[config.mk]
export PLATFORM = sky130hd
export DESIGN_NAME = scanline_color_run_segmenter
export DESIGN_NICKNAME = d
export VERILOG_FILES = /design/src/hdl/scrs_pkg.sv /design/src/hdl/scrs_cfg.sv /design/src/hdl/scrs_run_core.sv /design/src/hdl/scrs_out_queue.sv /design/src/hdl/scanline_color_run_segmenter.sv
export SDC_FILE = /design/constraint.sdc
export NUM_CORES = 1
export LEC_CHECK = 0
export ABC_AREA = 0
export BUFFER_PORTS_ARGS = -buffer_cell sky130_fd_sc_hd__buf_4
export CORE_UTILIZATION = 65
export DETAILED_ROUTE_END_ITERATION = 8
export PLACE_DENSITY_LB_ADDON = 0.1
export SETUP_SLACK_MARGIN = 0.4
export SYNTH_ARGS = -nofsm -noshare
export SYNTH_HDL_FRONTEND = slang
export SYNTH_SLANG_ARGS = --single-unit
[constraint.sdc]
create_clock -name clk -period 14.7 [get_ports clk]
set_input_delay 0.735 -clock clk [delete_from_list [all_inputs] [get_ports clk]]
set_output_delay 0.735 -clock clk [all_outputs]
set_load 0.02 [all_outputs]
[src/hdl/scrs_pkg.sv]
package scrs_pkg;

  // Result kinds as they appear on the result channel.
  localparam logic [1:0] KIND_ROBOT  = 2'd0;
  localparam logic [1:0] KIND_OURS   = 2'd1;
  localparam logic [1:0] KIND_OPPS   = 2'd2;
  localparam logic [1:0] KIND_BORDER = 2'd3;

  // Register indexes; register i sits at byte address 4*i.
  localparam logic [2:0] REG_VERTICAL_MODE = 3'd0;
  localparam logic [2:0] REG_FIELD_TOP     = 3'd1;
  localparam logic [2:0] REG_SCAN_STEP     = 3'd2;
  localparam logic [2:0] REG_SCAN_LIMIT    = 3'd3;
  localparam logic [2:0] REG_LINE_LENGTH   = 3'd4;

  // Slots of the per-item result bundle, in delivery order.
  localparam int SLOT_ROBOT  = 0;
  localparam int SLOT_OURS   = 1;
  localparam int SLOT_OPPS   = 2;
  localparam int SLOT_BORDER = 3;
  localparam int NUM_SLOTS   = 4;

  // Run length loaded at each frame start.
  localparam int PREV_RESET = 1000;

  // Register reset values.
  localparam logic [6:0]  SCAN_STEP_RESET   = 7'd4;
  localparam logic [9:0]  SCAN_LIMIT_RESET  = 10'd636;
  localparam logic [10:0] LINE_LENGTH_RESET = 11'd640;

  typedef struct packed {
    logic               vertical_mode;
    logic signed [10:0] field_top;
    logic [6:0]         scan_step;
    logic [9:0]         scan_limit;
    logic [10:0]        line_length;
  } cfg_t;

endpackage

[src/hdl/scrs_cfg.sv]
module scrs_cfg (
  input  logic                clk,
  input  logic                rst_n,
  input  logic                psel,
  input  logic                penable,
  input  logic                pwrite,
  input  logic [4:0]          paddr,
  input  logic [31:0]         pwdata,
  output logic [31:0]         prdata,
  output logic                pready,
  output scrs_pkg::cfg_t      cfg
);

  scrs_pkg::cfg_t cfg_r, cfg_nxt;
  logic           wr_en;
  logic [2:0]     reg_idx;

  assign pready  = 1'b1;
  assign wr_en   = psel && penable && pwrite;
  assign reg_idx = paddr[4:2];
  assign cfg     = cfg_r;

  always_comb begin
    cfg_nxt = cfg_r;
    if (wr_en) begin
      case (reg_idx)
        scrs_pkg::REG_VERTICAL_MODE: cfg_nxt.vertical_mode = pwdata[0];
        scrs_pkg::REG_FIELD_TOP:     cfg_nxt.field_top     = $signed(pwdata[10:0]);
        scrs_pkg::REG_SCAN_STEP:     cfg_nxt.scan_step     = pwdata[6:0];
        scrs_pkg::REG_SCAN_LIMIT:    cfg_nxt.scan_limit    = pwdata[9:0];
        scrs_pkg::REG_LINE_LENGTH:   cfg_nxt.line_length   = pwdata[10:0];
        default: ;
      endcase
    end
  end

  always_comb begin
    case (reg_idx)
      scrs_pkg::REG_VERTICAL_MODE: prdata = {31'd0, cfg_r.vertical_mode};
      scrs_pkg::REG_FIELD_TOP:     prdata = {21'd0, cfg_r.field_top};
      scrs_pkg::REG_SCAN_STEP:     prdata = {25'd0, cfg_r.scan_step};
      scrs_pkg::REG_SCAN_LIMIT:    prdata = {22'd0, cfg_r.scan_limit};
      scrs_pkg::REG_LINE_LENGTH:   prdata = {21'd0, cfg_r.line_length};
      default:                     prdata = 32'd0;
    endcase
  end

  always_ff @(posedge clk) begin
    if (!rst_n) begin
      cfg_r.vertical_mode <= 1'b0;
      cfg_r.field_top     <= 11'sd0;
      cfg_r.scan_step     <= scrs_pkg::SCAN_STEP_RESET;
      cfg_r.scan_limit    <= scrs_pkg::SCAN_LIMIT_RESET;
      cfg_r.line_length   <= scrs_pkg::LINE_LENGTH_RESET;
    end else begin
      cfg_r <= cfg_nxt;
    end
  end

endmodule

[src/hdl/scrs_run_core.sv]
module scrs_run_core #(
  parameter int COORD_BITS = 10,
  parameter int COUNT_BITS = 10
) (
  input  logic                  clk,
  input  logic                  rst_n,
  input  scrs_pkg::cfg_t        cfg,
  input  logic                  accept,
  input  logic [COORD_BITS-1:0] pos,
  input  logic [COORD_BITS-1:0] line,
  input  logic                  is_green,
  input  logic                  is_white,
  input  logic                  is_ours,
  input  logic                  is_opps,
  input  logic                  line_start,
  input  logic                  line_end,
  input  logic                  frame_start,
  output logic [scrs_pkg::NUM_SLOTS-1:0] res_mask,
  output logic [COORD_BITS-1:0] res_line,
  output logic signed [COORD_BITS:0] res_end,
  output logic [COORD_BITS-1:0] res_robot_start,
  output logic [COORD_BITS-1:0] res_ours_start,
  output logic [COORD_BITS-1:0] res_opps_start,
  output logic [COORD_BITS-1:0] res_field_min,
  output logic [COORD_BITS-1:0] res_field_max
);

  localparam int CB     = COORD_BITS;
  localparam int NB     = COUNT_BITS;
  localparam int FMIN_W = (CB > 11) ? CB : 11;
  localparam int PRL_W  = (CB + 1 > 11) ? CB + 1 : 11;
  localparam int CW     = PRL_W + 1;
  localparam int CMP_W  = (CB >= 11) ? CB + 1 : 12;
  localparam int LIM_W  = (CB > 10) ? CB : 10;
  localparam int MW     = NB + 7;
  localparam logic [NB-1:0] CNT_MAX = {NB{1'b1}};

  function automatic logic [NB-1:0] sat_inc(input logic [NB-1:0] c);
    sat_inc = (c == CNT_MAX) ? c : c + NB'(1);
  endfunction

  logic                    fr_v_r, fr_v_nxt;
  logic [CB-1:0]           frs_r, frs_nxt;
  logic signed [CB:0]      fre_r, fre_nxt;
  logic [NB-1:0]           fgc_r, fgc_nxt, foc_r, foc_nxt;
  logic [FMIN_W-1:0]       fmin_r, fmin_nxt;
  logic [CB-1:0]           fmax_r, fmax_nxt;
  logic                    ff_r, ff_nxt;
  logic signed [PRL_W-1:0] prl_r, prl_nxt, prl_base;
  logic                    rb_v_r, rb_v_nxt;
  logic [CB-1:0]           rbs_r, rbs_nxt;
  logic [NB-1:0]           rgc_r, rgc_nxt, roc_r, roc_nxt, rwc_r, rwc_nxt;
  logic                    ou_v_r, ou_v_nxt, op_v_r, op_v_nxt;
  logic [CB-1:0]           ous_r, ous_nxt, ops_r, ops_nxt;

  logic                    in_field, at_limit, white_ok;
  logic signed [CMP_W-1:0] row_s, top_s;
  logic [CB-1:0]           row;
  logic signed [CB:0]      end_v;
  logic signed [CW-1:0]    run_diff, run_abs;
  logic [MW-1:0]           w_ext, o_ext;
  logic [scrs_pkg::NUM_SLOTS-1:0] mask;

  assign row      = cfg.vertical_mode ? pos : line;
  assign row_s    = $signed(CMP_W'(row));
  assign top_s    = CMP_W'(cfg.field_top);
  assign in_field = row_s > top_s;
  assign at_limit = LIM_W'(pos) >= LIM_W'(cfg.scan_limit);
  assign end_v    = $signed({1'b0, pos}) - $signed((CB + 1)'(cfg.scan_step));
  assign prl_base = frame_start ? PRL_W'(scrs_pkg::PREV_RESET) : prl_r;

  always_comb begin
    // Line start clears the line state before the sample is applied.
    fr_v_nxt = line_start ? 1'b0 : fr_v_r;
    frs_nxt  = line_start ? '0 : frs_r;
    fre_nxt  = line_start ? '1 : fre_r;
    fgc_nxt  = line_start ? '0 : fgc_r;
    foc_nxt  = line_start ? '0 : foc_r;
    fmin_nxt = line_start ? FMIN_W'(cfg.line_length) : fmin_r;
    fmax_nxt = line_start ? '0 : fmax_r;
    ff_nxt   = line_start ? 1'b0 : ff_r;
    rb_v_nxt = line_start ? 1'b0 : rb_v_r;
    rbs_nxt  = line_start ? '0 : rbs_r;
    rgc_nxt  = line_start ? '0 : rgc_r;
    roc_nxt  = line_start ? '0 : roc_r;
    rwc_nxt  = line_start ? '0 : rwc_r;
    ou_v_nxt = line_start ? 1'b0 : ou_v_r;
    ous_nxt  = line_start ? '0 : ous_r;
    op_v_nxt = line_start ? 1'b0 : op_v_r;
    ops_nxt  = line_start ? '0 : ops_r;
    prl_nxt  = prl_base;
    mask     = '0;

    w_ext    = MW'(rwc_nxt);
    o_ext    = MW'(roc_nxt);
    white_ok = (w_ext != '0) && (w_ext * MW'(20) > o_ext) &&
               (w_ext * MW'(100) < o_ext * MW'(99));

    if (is_green) begin
      if (in_field) begin
        if (!fr_v_nxt) begin
          fr_v_nxt = 1'b1;
          frs_nxt  = pos;
        end
        foc_nxt = '0;
        fgc_nxt = sat_inc(fgc_nxt);
        rgc_nxt = sat_inc(rgc_nxt);
        // Two greens in a row close the robot span.
        if (rgc_nxt > NB'(1)) begin
          if (roc_nxt != '0) begin
            if (rb_v_nxt && white_ok) begin
              mask[scrs_pkg::SLOT_ROBOT] = 1'b1;
            end
            roc_nxt = '0;
            rgc_nxt = '0;
            rwc_nxt = '0;
          end
          rb_v_nxt = 1'b0;
        end
      end
      mask[scrs_pkg::SLOT_OURS] = ou_v_nxt;
      mask[scrs_pkg::SLOT_OPPS] = op_v_nxt;
      ou_v_nxt = 1'b0;
      op_v_nxt = 1'b0;
    end else begin
      if (in_field) begin
        if (fr_v_nxt) begin
          foc_nxt = sat_inc(foc_nxt);
        end
        if (!rb_v_nxt) begin
          rb_v_nxt = 1'b1;
          rbs_nxt  = pos;
        end else begin
          roc_nxt = sat_inc(roc_nxt);
          if (is_white) begin
            rwc_nxt = sat_inc(rwc_nxt);
          end
        end
        rgc_nxt = '0;
      end
      mask[scrs_pkg::SLOT_OURS] = ou_v_nxt && !is_ours;
      if (!ou_v_nxt) begin
        ous_nxt = pos;
      end
      ou_v_nxt = is_ours;
      mask[scrs_pkg::SLOT_OPPS] = op_v_nxt && !is_opps;
      if (!op_v_nxt) begin
        ops_nxt = pos;
      end
      op_v_nxt = is_opps;
    end

    run_diff = $signed(CW'({1'b0, frs_nxt})) - CW'(fre_nxt);
    run_abs  = (run_diff < 0) ? -run_diff : run_diff;

    if (in_field && (foc_nxt > NB'(2) || at_limit)) begin
      if (fr_v_nxt && fgc_nxt > NB'(2)) begin
        // A run that starts farther from the last run's end than the last run was long replaces the span.
        if (run_abs > CW'(prl_base)) begin
          fmin_nxt = FMIN_W'(frs_nxt);
          fmax_nxt = pos;
        end else begin
          if (FMIN_W'(frs_nxt) < fmin_nxt) begin
            fmin_nxt = FMIN_W'(frs_nxt);
          end
          if (pos > fmax_nxt) begin
            fmax_nxt = pos;
          end
        end
        fre_nxt = $signed({1'b0, pos});
        ff_nxt  = 1'b1;
        prl_nxt = PRL_W'($signed({1'b0, pos}) - $signed({1'b0, frs_nxt}));
      end
      fr_v_nxt = 1'b0;
      fgc_nxt  = '0;
    end

    mask[scrs_pkg::SLOT_BORDER] = line_end && ff_nxt;
  end

  assign res_mask        = accept ? mask : '0;
  assign res_line        = line;
  assign res_end         = end_v;
  assign res_robot_start = rbs_nxt;
  assign res_ours_start  = ous_nxt;
  assign res_opps_start  = ops_nxt;
  assign res_field_min   = fmin_nxt[CB-1:0];
  assign res_field_max   = fmax_nxt;

  always_ff @(posedge clk) begin
    if (!rst_n) begin
      fr_v_r <= 1'b0;
      frs_r  <= '0;
      fre_r  <= '1;
      fgc_r  <= '0;
      foc_r  <= '0;
      fmin_r <= FMIN_W'(scrs_pkg::LINE_LENGTH_RESET);
      fmax_r <= '0;
      ff_r   <= 1'b0;
      prl_r  <= PRL_W'(scrs_pkg::PREV_RESET);
      rb_v_r <= 1'b0;
      rbs_r  <= '0;
      rgc_r  <= '0;
      roc_r  <= '0;
      rwc_r  <= '0;
      ou_v_r <= 1'b0;
      ous_r  <= '0;
      op_v_r <= 1'b0;
      ops_r  <= '0;
    end else if (accept) begin
      fr_v_r <= fr_v_nxt;
      frs_r  <= frs_nxt;
      fre_r  <= fre_nxt;
      fgc_r  <= fgc_nxt;
      foc_r  <= foc_nxt;
      fmin_r <= fmin_nxt;
      fmax_r <= fmax_nxt;
      ff_r   <= ff_nxt;
      prl_r  <= prl_nxt;
      rb_v_r <= rb_v_nxt;
      rbs_r  <= rbs_nxt;
      rgc_r  <= rgc_nxt;
      roc_r  <= roc_nxt;
      rwc_r  <= rwc_nxt;
      ou_v_r <= ou_v_nxt;
      ous_r  <= ous_nxt;
      op_v_r <= op_v_nxt;
      ops_r  <= ops_nxt;
    end
  end

endmodule

[src/hdl/scrs_out_queue.sv]
module scrs_out_queue #(
  parameter int COORD_BITS = 10
) (
  input  logic                  clk,
  input  logic                  rst_n,
  input  logic [scrs_pkg::NUM_SLOTS-1:0] res_mask,
  input  logic [COORD_BITS-1:0] res_line,
  input  logic signed [COORD_BITS:0] res_end,
  input  logic [COORD_BITS-1:0] res_robot_start,
  input  logic [COORD_BITS-1:0] res_ours_start,
  input  logic [COORD_BITS-1:0] res_opps_start,
  input  logic [COORD_BITS-1:0] res_field_min,
  input  logic [COORD_BITS-1:0] res_field_max,
  input  logic                  in_valid,
  output logic                  in_stall,
  output logic                  out_valid,
  input  logic                  out_stall,
  output logic [1:0]            out_kind,
  output logic [COORD_BITS-1:0] out_line_coord,
  output logic [COORD_BITS-1:0] out_seg_start,
  output logic signed [COORD_BITS:0] out_seg_end,
  output logic                  out_last
);

  localparam int CB = COORD_BITS;

  // Bundle of results caused by one item, waiting for the output register.
  logic [scrs_pkg::NUM_SLOTS-1:0] mask_r, mask_nxt, pick, remain;
  logic [CB-1:0]      line_r, rbs_r, ous_r, ops_r, fmin_r, fmax_r;
  logic signed [CB:0] end_r;

  logic               out_valid_r, out_valid_nxt, out_last_r;
  logic [1:0]         out_kind_r, kind_sel;
  logic [CB-1:0]      out_line_r, out_start_r, start_sel;
  logic signed [CB:0] out_end_r, end_sel;
  logic               pop, accept;

  always_comb begin
    pick = '0;
    if (mask_r[scrs_pkg::SLOT_ROBOT]) begin
      pick[scrs_pkg::SLOT_ROBOT] = 1'b1;
    end else if (mask_r[scrs_pkg::SLOT_OURS]) begin
      pick[scrs_pkg::SLOT_OURS] = 1'b1;
    end else if (mask_r[scrs_pkg::SLOT_OPPS]) begin
      pick[scrs_pkg::SLOT_OPPS] = 1'b1;
    end else if (mask_r[scrs_pkg::SLOT_BORDER]) begin
      pick[scrs_pkg::SLOT_BORDER] = 1'b1;
    end
  end

  always_comb begin
    kind_sel  = scrs_pkg::KIND_BORDER;
    start_sel = fmin_r;
    end_sel   = $signed({1'b0, fmax_r});
    if (pick[scrs_pkg::SLOT_ROBOT]) begin
      kind_sel  = scrs_pkg::KIND_ROBOT;
      start_sel = rbs_r;
      end_sel   = end_r;
    end else if (pick[scrs_pkg::SLOT_OURS]) begin
      kind_sel  = scrs_pkg::KIND_OURS;
      start_sel = ous_r;
      end_sel   = end_r;
    end else if (pick[scrs_pkg::SLOT_OPPS]) begin
      kind_sel  = scrs_pkg::KIND_OPPS;
      start_sel = ops_r;
      end_sel   = end_r;
    end
  end

  assign remain   = mask_r & ~pick;
  assign pop      = (mask_r != '0) && (!out_valid_r || !out_stall);
  // The bundle takes a new item when empty or once its last result moves out this cycle.
  assign in_stall = (mask_r != '0) && !(pop && remain == '0);
  assign accept   = in_valid && !in_stall;

  always_comb begin
    if (accept) begin
      mask_nxt = res_mask;
    end else if (pop) begin
      mask_nxt = remain;
    end else begin
      mask_nxt = mask_r;
    end
    if (pop) begin
      out_valid_nxt = 1'b1;
    end else begin
      out_valid_nxt = out_valid_r && out_stall;
    end
  end

  assign out_valid      = out_valid_r;
  assign out_kind       = out_kind_r;
  assign out_line_coord = out_line_r;
  assign out_seg_start  = out_start_r;
  assign out_seg_end    = out_end_r;
  assign out_last       = out_last_r;

  always_ff @(posedge clk) begin
    if (!rst_n) begin
      mask_r      <= '0;
      out_valid_r <= 1'b0;
    end else begin
      mask_r      <= mask_nxt;
      out_valid_r <= out_valid_nxt;
    end
  end

  always_ff @(posedge clk) begin
    if (accept) begin
      line_r <= res_line;
      end_r  <= res_end;
      rbs_r  <= res_robot_start;
      ous_r  <= res_ours_start;
      ops_r  <= res_opps_start;
      fmin_r <= res_field_min;
      fmax_r <= res_field_max;
    end
    if (pop) begin
      out_kind_r  <= kind_sel;
      out_line_r  <= line_r;
      out_start_r <= start_sel;
      out_end_r   <= end_sel;
      out_last_r  <= (remain == '0);
    end
  end

`ifndef SYNTHESIS
  a_busy_stalls: assert property (@(posedge clk) disable iff (!rst_n)
    (mask_r != '0 && !pop) |-> in_stall)
    else $error("bundle overwritten while results are pending");

  a_pop_fills: assert property (@(posedge clk) disable iff (!rst_n)
    pop |=> out_valid_r)
    else $error("popped result did not reach the output register");

  a_load_mask: assert property (@(posedge clk) disable iff (!rst_n)
    accept |=> mask_r == $past(res_mask))
    else $error("accepted item lost its results");

  a_not_last_pending: assert property (@(posedge clk) disable iff (!rst_n)
    (out_valid_r && !out_last_r) |-> (mask_r != '0))
    else $error("result not marked last but no further result pending");
`endif

endmodule

[src/hdl/scanline_color_run_segmenter.sv]
// Channel  | Direction | Handshake            | Payload
// in       | input     | in_valid / in_stall   | pos, line, class bits, line/frame marks
// out      | output    | out_valid / out_stall | kind, line_coord, seg_start, seg_end, last
// cfg      | input     | psel / penable        | 5 registers at byte addresses 0,4,..,16
//
// An item is taken every cycle while in_stall is low; run state updates on acceptance.
// Each item yields up to four results, sent one per cycle from a result bundle while
// out is not stalled; an item with more than one result stalls in until all are sent.
// Results pass through the result bundle and the output register before reaching out.
// Reset is synchronous and active low; it restores register defaults and run state.
// A stalled output holds its result while the bundle can still take one more item.
module scanline_color_run_segmenter #(
  parameter int COORD_BITS = 10,
  parameter int COUNT_BITS = 10
) (
  input  logic                  clk,
  input  logic                  rst_n,
  input  logic                  in_valid,
  output logic                  in_stall,
  input  logic [COORD_BITS-1:0] in_pos,
  input  logic [COORD_BITS-1:0] in_line,
  input  logic                  in_is_green,
  input  logic                  in_is_white,
  input  logic                  in_is_ours,
  input  logic                  in_is_opps,
  input  logic                  in_line_start,
  input  logic                  in_line_end,
  input  logic                  in_frame_start,
  output logic                  out_valid,
  input  logic                  out_stall,
  output logic [1:0]            out_kind,
  output logic [COORD_BITS-1:0] out_line_coord,
  output logic [COORD_BITS-1:0] out_seg_start,
  output logic signed [COORD_BITS:0] out_seg_end,
  output logic                  out_last,
  input  logic                  psel,
  input  logic                  penable,
  input  logic                  pwrite,
  input  logic [4:0]            paddr,
  input  logic [31:0]           pwdata,
  output logic [31:0]           prdata,
  output logic                  pready
);

  scrs_pkg::cfg_t cfg;
  logic           accept;
  logic [scrs_pkg::NUM_SLOTS-1:0] res_mask;
  logic [COORD_BITS-1:0] res_line, res_robot_start, res_ours_start, res_opps_start;
  logic [COORD_BITS-1:0] res_field_min, res_field_max;
  logic signed [COORD_BITS:0] res_end;

  assign accept = in_valid && !in_stall;

  scrs_cfg u_cfg (
    .clk     (clk),
    .rst_n   (rst_n),
    .psel    (psel),
    .penable (penable),
    .pwrite  (pwrite),
    .paddr   (paddr),
    .pwdata  (pwdata),
    .prdata  (prdata),
    .pready  (pready),
    .cfg     (cfg)
  );

  scrs_run_core #(
    .COORD_BITS (COORD_BITS),
    .COUNT_BITS (COUNT_BITS)
  ) u_core (
    .clk             (clk),
    .rst_n           (rst_n),
    .cfg             (cfg),
    .accept          (accept),
    .pos             (in_pos),
    .line            (in_line),
    .is_green        (in_is_green),
    .is_white        (in_is_white),
    .is_ours         (in_is_ours),
    .is_opps         (in_is_opps),
    .line_start      (in_line_start),
    .line_end        (in_line_end),
    .frame_start     (in_frame_start),
    .res_mask        (res_mask),
    .res_line        (res_line),
    .res_end         (res_end),
    .res_robot_start (res_robot_start),
    .res_ours_start  (res_ours_start),
    .res_opps_start  (res_opps_start),
    .res_field_min   (res_field_min),
    .res_field_max   (res_field_max)
  );

  scrs_out_queue #(
    .COORD_BITS (COORD_BITS)
  ) u_queue (
    .clk             (clk),
    .rst_n           (rst_n),
    .res_mask        (res_mask),
    .res_line        (res_line),
    .res_end         (res_end),
    .res_robot_start (res_robot_start),
    .res_ours_start  (res_ours_start),
    .res_opps_start  (res_opps_start),
    .res_field_min   (res_field_min),
    .res_field_max   (res_field_max),
    .in_valid        (in_valid),
    .in_stall        (in_stall),
    .out_valid       (out_valid),
    .out_stall       (out_stall),
    .out_kind        (out_kind),
    .out_line_coord  (out_line_coord),
    .out_seg_start   (out_seg_start),
    .out_seg_end     (out_seg_end),
    .out_last        (out_last)
  );

endmodule

==> impl_metrics.json <==
{
  "gr-usage-all-layers_pct": 34.7,
  "ys_seq_area_share_pct": 34.2,
  "numCtsBuffers": 31,
  "multi_input_area_um2": 12000,
  "power_leakage_nw": 9.31,
  "synth_cells": 2338,
  "io_buffer_count": 94,
  "ys_types": 88,
  "synth_top_cell_area_share_pct": 18.4,
  "grt_pass1_wl_um": 86400,
  "clockPowerShare_pct": 41.1,
  "die-area_um2": 31400,
  "arrival_ns": 9.30,
  "avgSynthCellArea_um2": 8.53,
  "post_cts_buffers": 0,
  "ys_ff_latch": 288,
  "switching_share_pct": 27.2,
  "fin_nets": 2644,
  "drv_cap": 0,
  "whs_ns": 0.366,
  "drive_above_1_share_pct": 8.67,
  "drtIter0Drc": 1839,
  "setup_viol": 0,
  "clock_path_buffers": 3,
  "fmax_mhz": 112,
  "rsz0062_at_grt": "no",
  "synth-async-reset-ratio_pct": 0,
  "globalRoute.busiestLayer": "met2",
  "synth_area_leaders": "dfxtp_1 (18%), edfxtp_1 (16%), ha_1 (13%), nand2_1 (4.9%), nor2_1 (4.0%)",
  "clk_pin_slew_ns": 0.06,
  "ant_nets": 0,
  "status": "finished clean",
  "drt-wirelength-per-cell_um": 19.9,
  "seqPwrFrac_pct": 45.9,
  "fp.dieW_um": 177,
  "synth_edf_count": 105,
  "start_kind": "register",
  "path_class": "reg2reg",
  "gp_congestion": 0.940,
  "skew_ns": 0.0220,
  "instances_no_fill": 2766,
  "ir_drop_uv": 89.2,
  "clkLatencyLatePin_ns": 0.58,
  "slew-limit-headroom_pct": 24.6,
  "overflow": 0,
  "dr.pass1.iters": 7,
  "crit_path_end_kind": "register",
  "use_met2_pct": 57.1,
  "synthesis.yosys.warnings": 0,
  "p_int_w": 0.00137,
  "power.density_nw_per_um2": 87.0,
  "worst_pin_slew_ns": 1.12,
  "crit_fanout": 16,
  "drc": 0,
  "pin_count": 140,
  "met1_usage_pct": 44.2,
  "min_period_over_period_pct": 61.0,
  "cts_tree": "built",
  "grt_max_degree": 93,
  "grt_use_met3_pct": 5.82,
  "maxSlewViolCount": 0,
  "hpwl_um": 38900,
  "antenna_cells": 0,
  "clock-root-buffer": "clkbuf_16",
  "die_height_um": 177,
  "num_rows": 63,
  "cp_top_family": "compound AO/OA/AOI/OAI gates",
  "required_ns": 15.03,
  "cts_max_level": 1,
  "finalCriticalPeriod_ns": 8.97,
  "post_cts_resized": 0,
  "crit_top_cell": "o21a_1",
  "routed_wl_um": 55100,
  "netlist_area_um2": 19900,
  "core_area_um2": 29900,
  "slowest_delay_ns": 0.79,
  "start_util_pct": 66.7,
  "area_delta_synth_final_pct": 8.67,
  "fillerInstances": 2317,
  "post-synth-top-area-cell": "dfxtp_1",
  "p_switching_w": 0.000513,
  "num_vias": 17900,
  "cts_hold_buffers": 0,
  "cp_slowest_cell": "a311oi_2",
  "regArea_um2": 6820,
  "first_global_vias": 16600,
  "vias_per_cell": 6.46,
  "p_comb_share_pct": 13.0,
  "holdCritPathClass": "in2reg",
  "critical_path_buf_inv_count": 1,
  "placed_cells": 2708,
  "yosys_most_used_dff": "dfxtp_1",
  "tns_ns": 0,
  "finalHoldViolations": 0,
  "cts.sinks": 288,
  "antenna_found_initial": 0
}
==> layer usage <==
metal / share of wire, % / routed length (um)
met1: 41 / 22400
met2: 46 / 25600
met3: 8.4 / 4610
met4: 4.7 / 2590
met5: 0 / 0
==> cell families (layout without fill, tap and decap cells) <==
group                    count (synthesis)  after routing  share of synthesized area [%]
multiplexers                            80             80                           4.15
flip-flops                             288            288                           34.2
buffers and inverters                  298            315                           6.26
AND/OR/NAND/NOR                        800            800                           18.8
adder cells (fa/ha/maj)                223            223                           14.5
AO/OA/AOI/OAI                          575            575                           18.9
other                                    2             23                         0.0377
XOR/XNOR                                72             72                           3.16
==> power groups by stage <==
stage | registers [W] | logic [W] | clock network (W)
3_3_place_gp | 0.000881 | 0.000232 | 0
6_report | 0.000865 | 0.000245 | 0.000775
5_1_grt | 0.000867 | 0.000265 | 0.000807
4_1_cts | 0.000865 | 0.000240 | 0.000775
3_5_place_dp | 0.000882 | 0.000238 | 0
2_1_floorplan | 0.000878 | 0.000171 | 0
==> layout make-up <==
type	instances	area share, %
clock inverter	16	0.681
inverter	146	2.56
timing repair buffer	111	3.85
clock buffer	42	3.91
sequential	288	31.5
tap	390	2.25
multi-input combinational	1773	55.3
==> worst paths after layout <==
path                     start  slack (ns)                         to  cells past startpoint
min reg2reg  u_queue.line_r[9]        0.42  u_queue.out_line_coord[9]                      0
max              u_cfg.cfg[39]        5.73          u_queue.fmin_r[9]                     27
max reg2reg      u_cfg.cfg[39]        5.73          u_queue.fmin_r[9]                     27
min                 in_line[1]        0.37          u_queue.line_r[1]                      1
==> sequential cells by signal, indices dropped and copies added (netlist names), 11 cells and up <==
| signal | flops |
|---|---|
| u_core.fre_r | 11 |
| u_cfg.cfg | 40 |
| u_core.prl_r | 11 |
| u_queue.end_r | 11 |
| u_queue.out_seg_end | 11 |
| u_core.fmin_r | 11 |
==> synth_stat cells (all sizes together), types with 28 or more instances <==
cell	instances
mux2i	59
ha	207
nor2	214
xnor2	49
a31oi	28
buf	49
nor2b	28
edfxtp	105
inv	144
nor3	71
dfxtp	183
nand2	260
a21o	36
o211ai	51
o21ai	137
nand3	72
a22oi	29
a21oi	146
clkbuf	103
==> stage by stage <==
step,util [%],instance area (um2),total power (W),setup WS [ns]
CTS,72.5,21700,0.00188,5.89
floorplan,-,20000,0.00105,7.29
global placement,69.2,20700,0.00111,5.99
finish,72.5,21700,0.00189,5.73
detailed placement,69.2,20700,0.00112,5.69
global route,72.5,21700,0.00194,5.16
==> layout by cell type (no fill, tap or decap), drive strengths merged, types with 14 or more instances in the layout <==
master  synthesis  final
o21ai         137    137
a21oi         146    146
and3           17     17
fa             15     15
xnor2          49     49
conb            2     23
a22oi          29     29
a211oi         14     14
o211ai         51     51
ha            207    207
mux2i          59     59
a31oi          28     28
and2           14     14
mux2           21     21
edfxtp        105    105
nand2         260    260
nor2b          28     28
nand4          26     26
o31ai          14     14
buf            49    111
nor3           71     71
inv           144    147
nand2b         23     23
a21o           36     36
xor2           23     23
or3            17     17
nand3          72     72
clkbuf        103     42
dfxtp         183    183
nor2          214    214
==> worst reg2reg max path, cell delays in order, from the launching register on <==
cell and delay [ns]:
dfxtp_1 0.64, mux2_2 0.40, ha_1 0.29, nand4_1 0.23
or3_1 0.53, and3_1 0.26, nor3_2 0.75, a22oi_1 0.42
inv_1 0.14, ha_1 0.34, a21oi_1 0.26, nor3b_1 0.25
a31oi_1 0.16, a21boi_0 0.39, o21ai_1 0.25, a21oi_2 0.44
o21ai_0 0.16, ha_1 0.33, nor2b_1 0.14, o21a_1 0.16
o21a_1 0.17, o21a_1 0.16, o21a_1 0.16, o2111ai_1 0.18
a21oi_1 0.21, a311oi_2 0.80, o21ai_0 0.26, and2_1 0.22
Note: power is estimated with default switching activity, not from simulation.
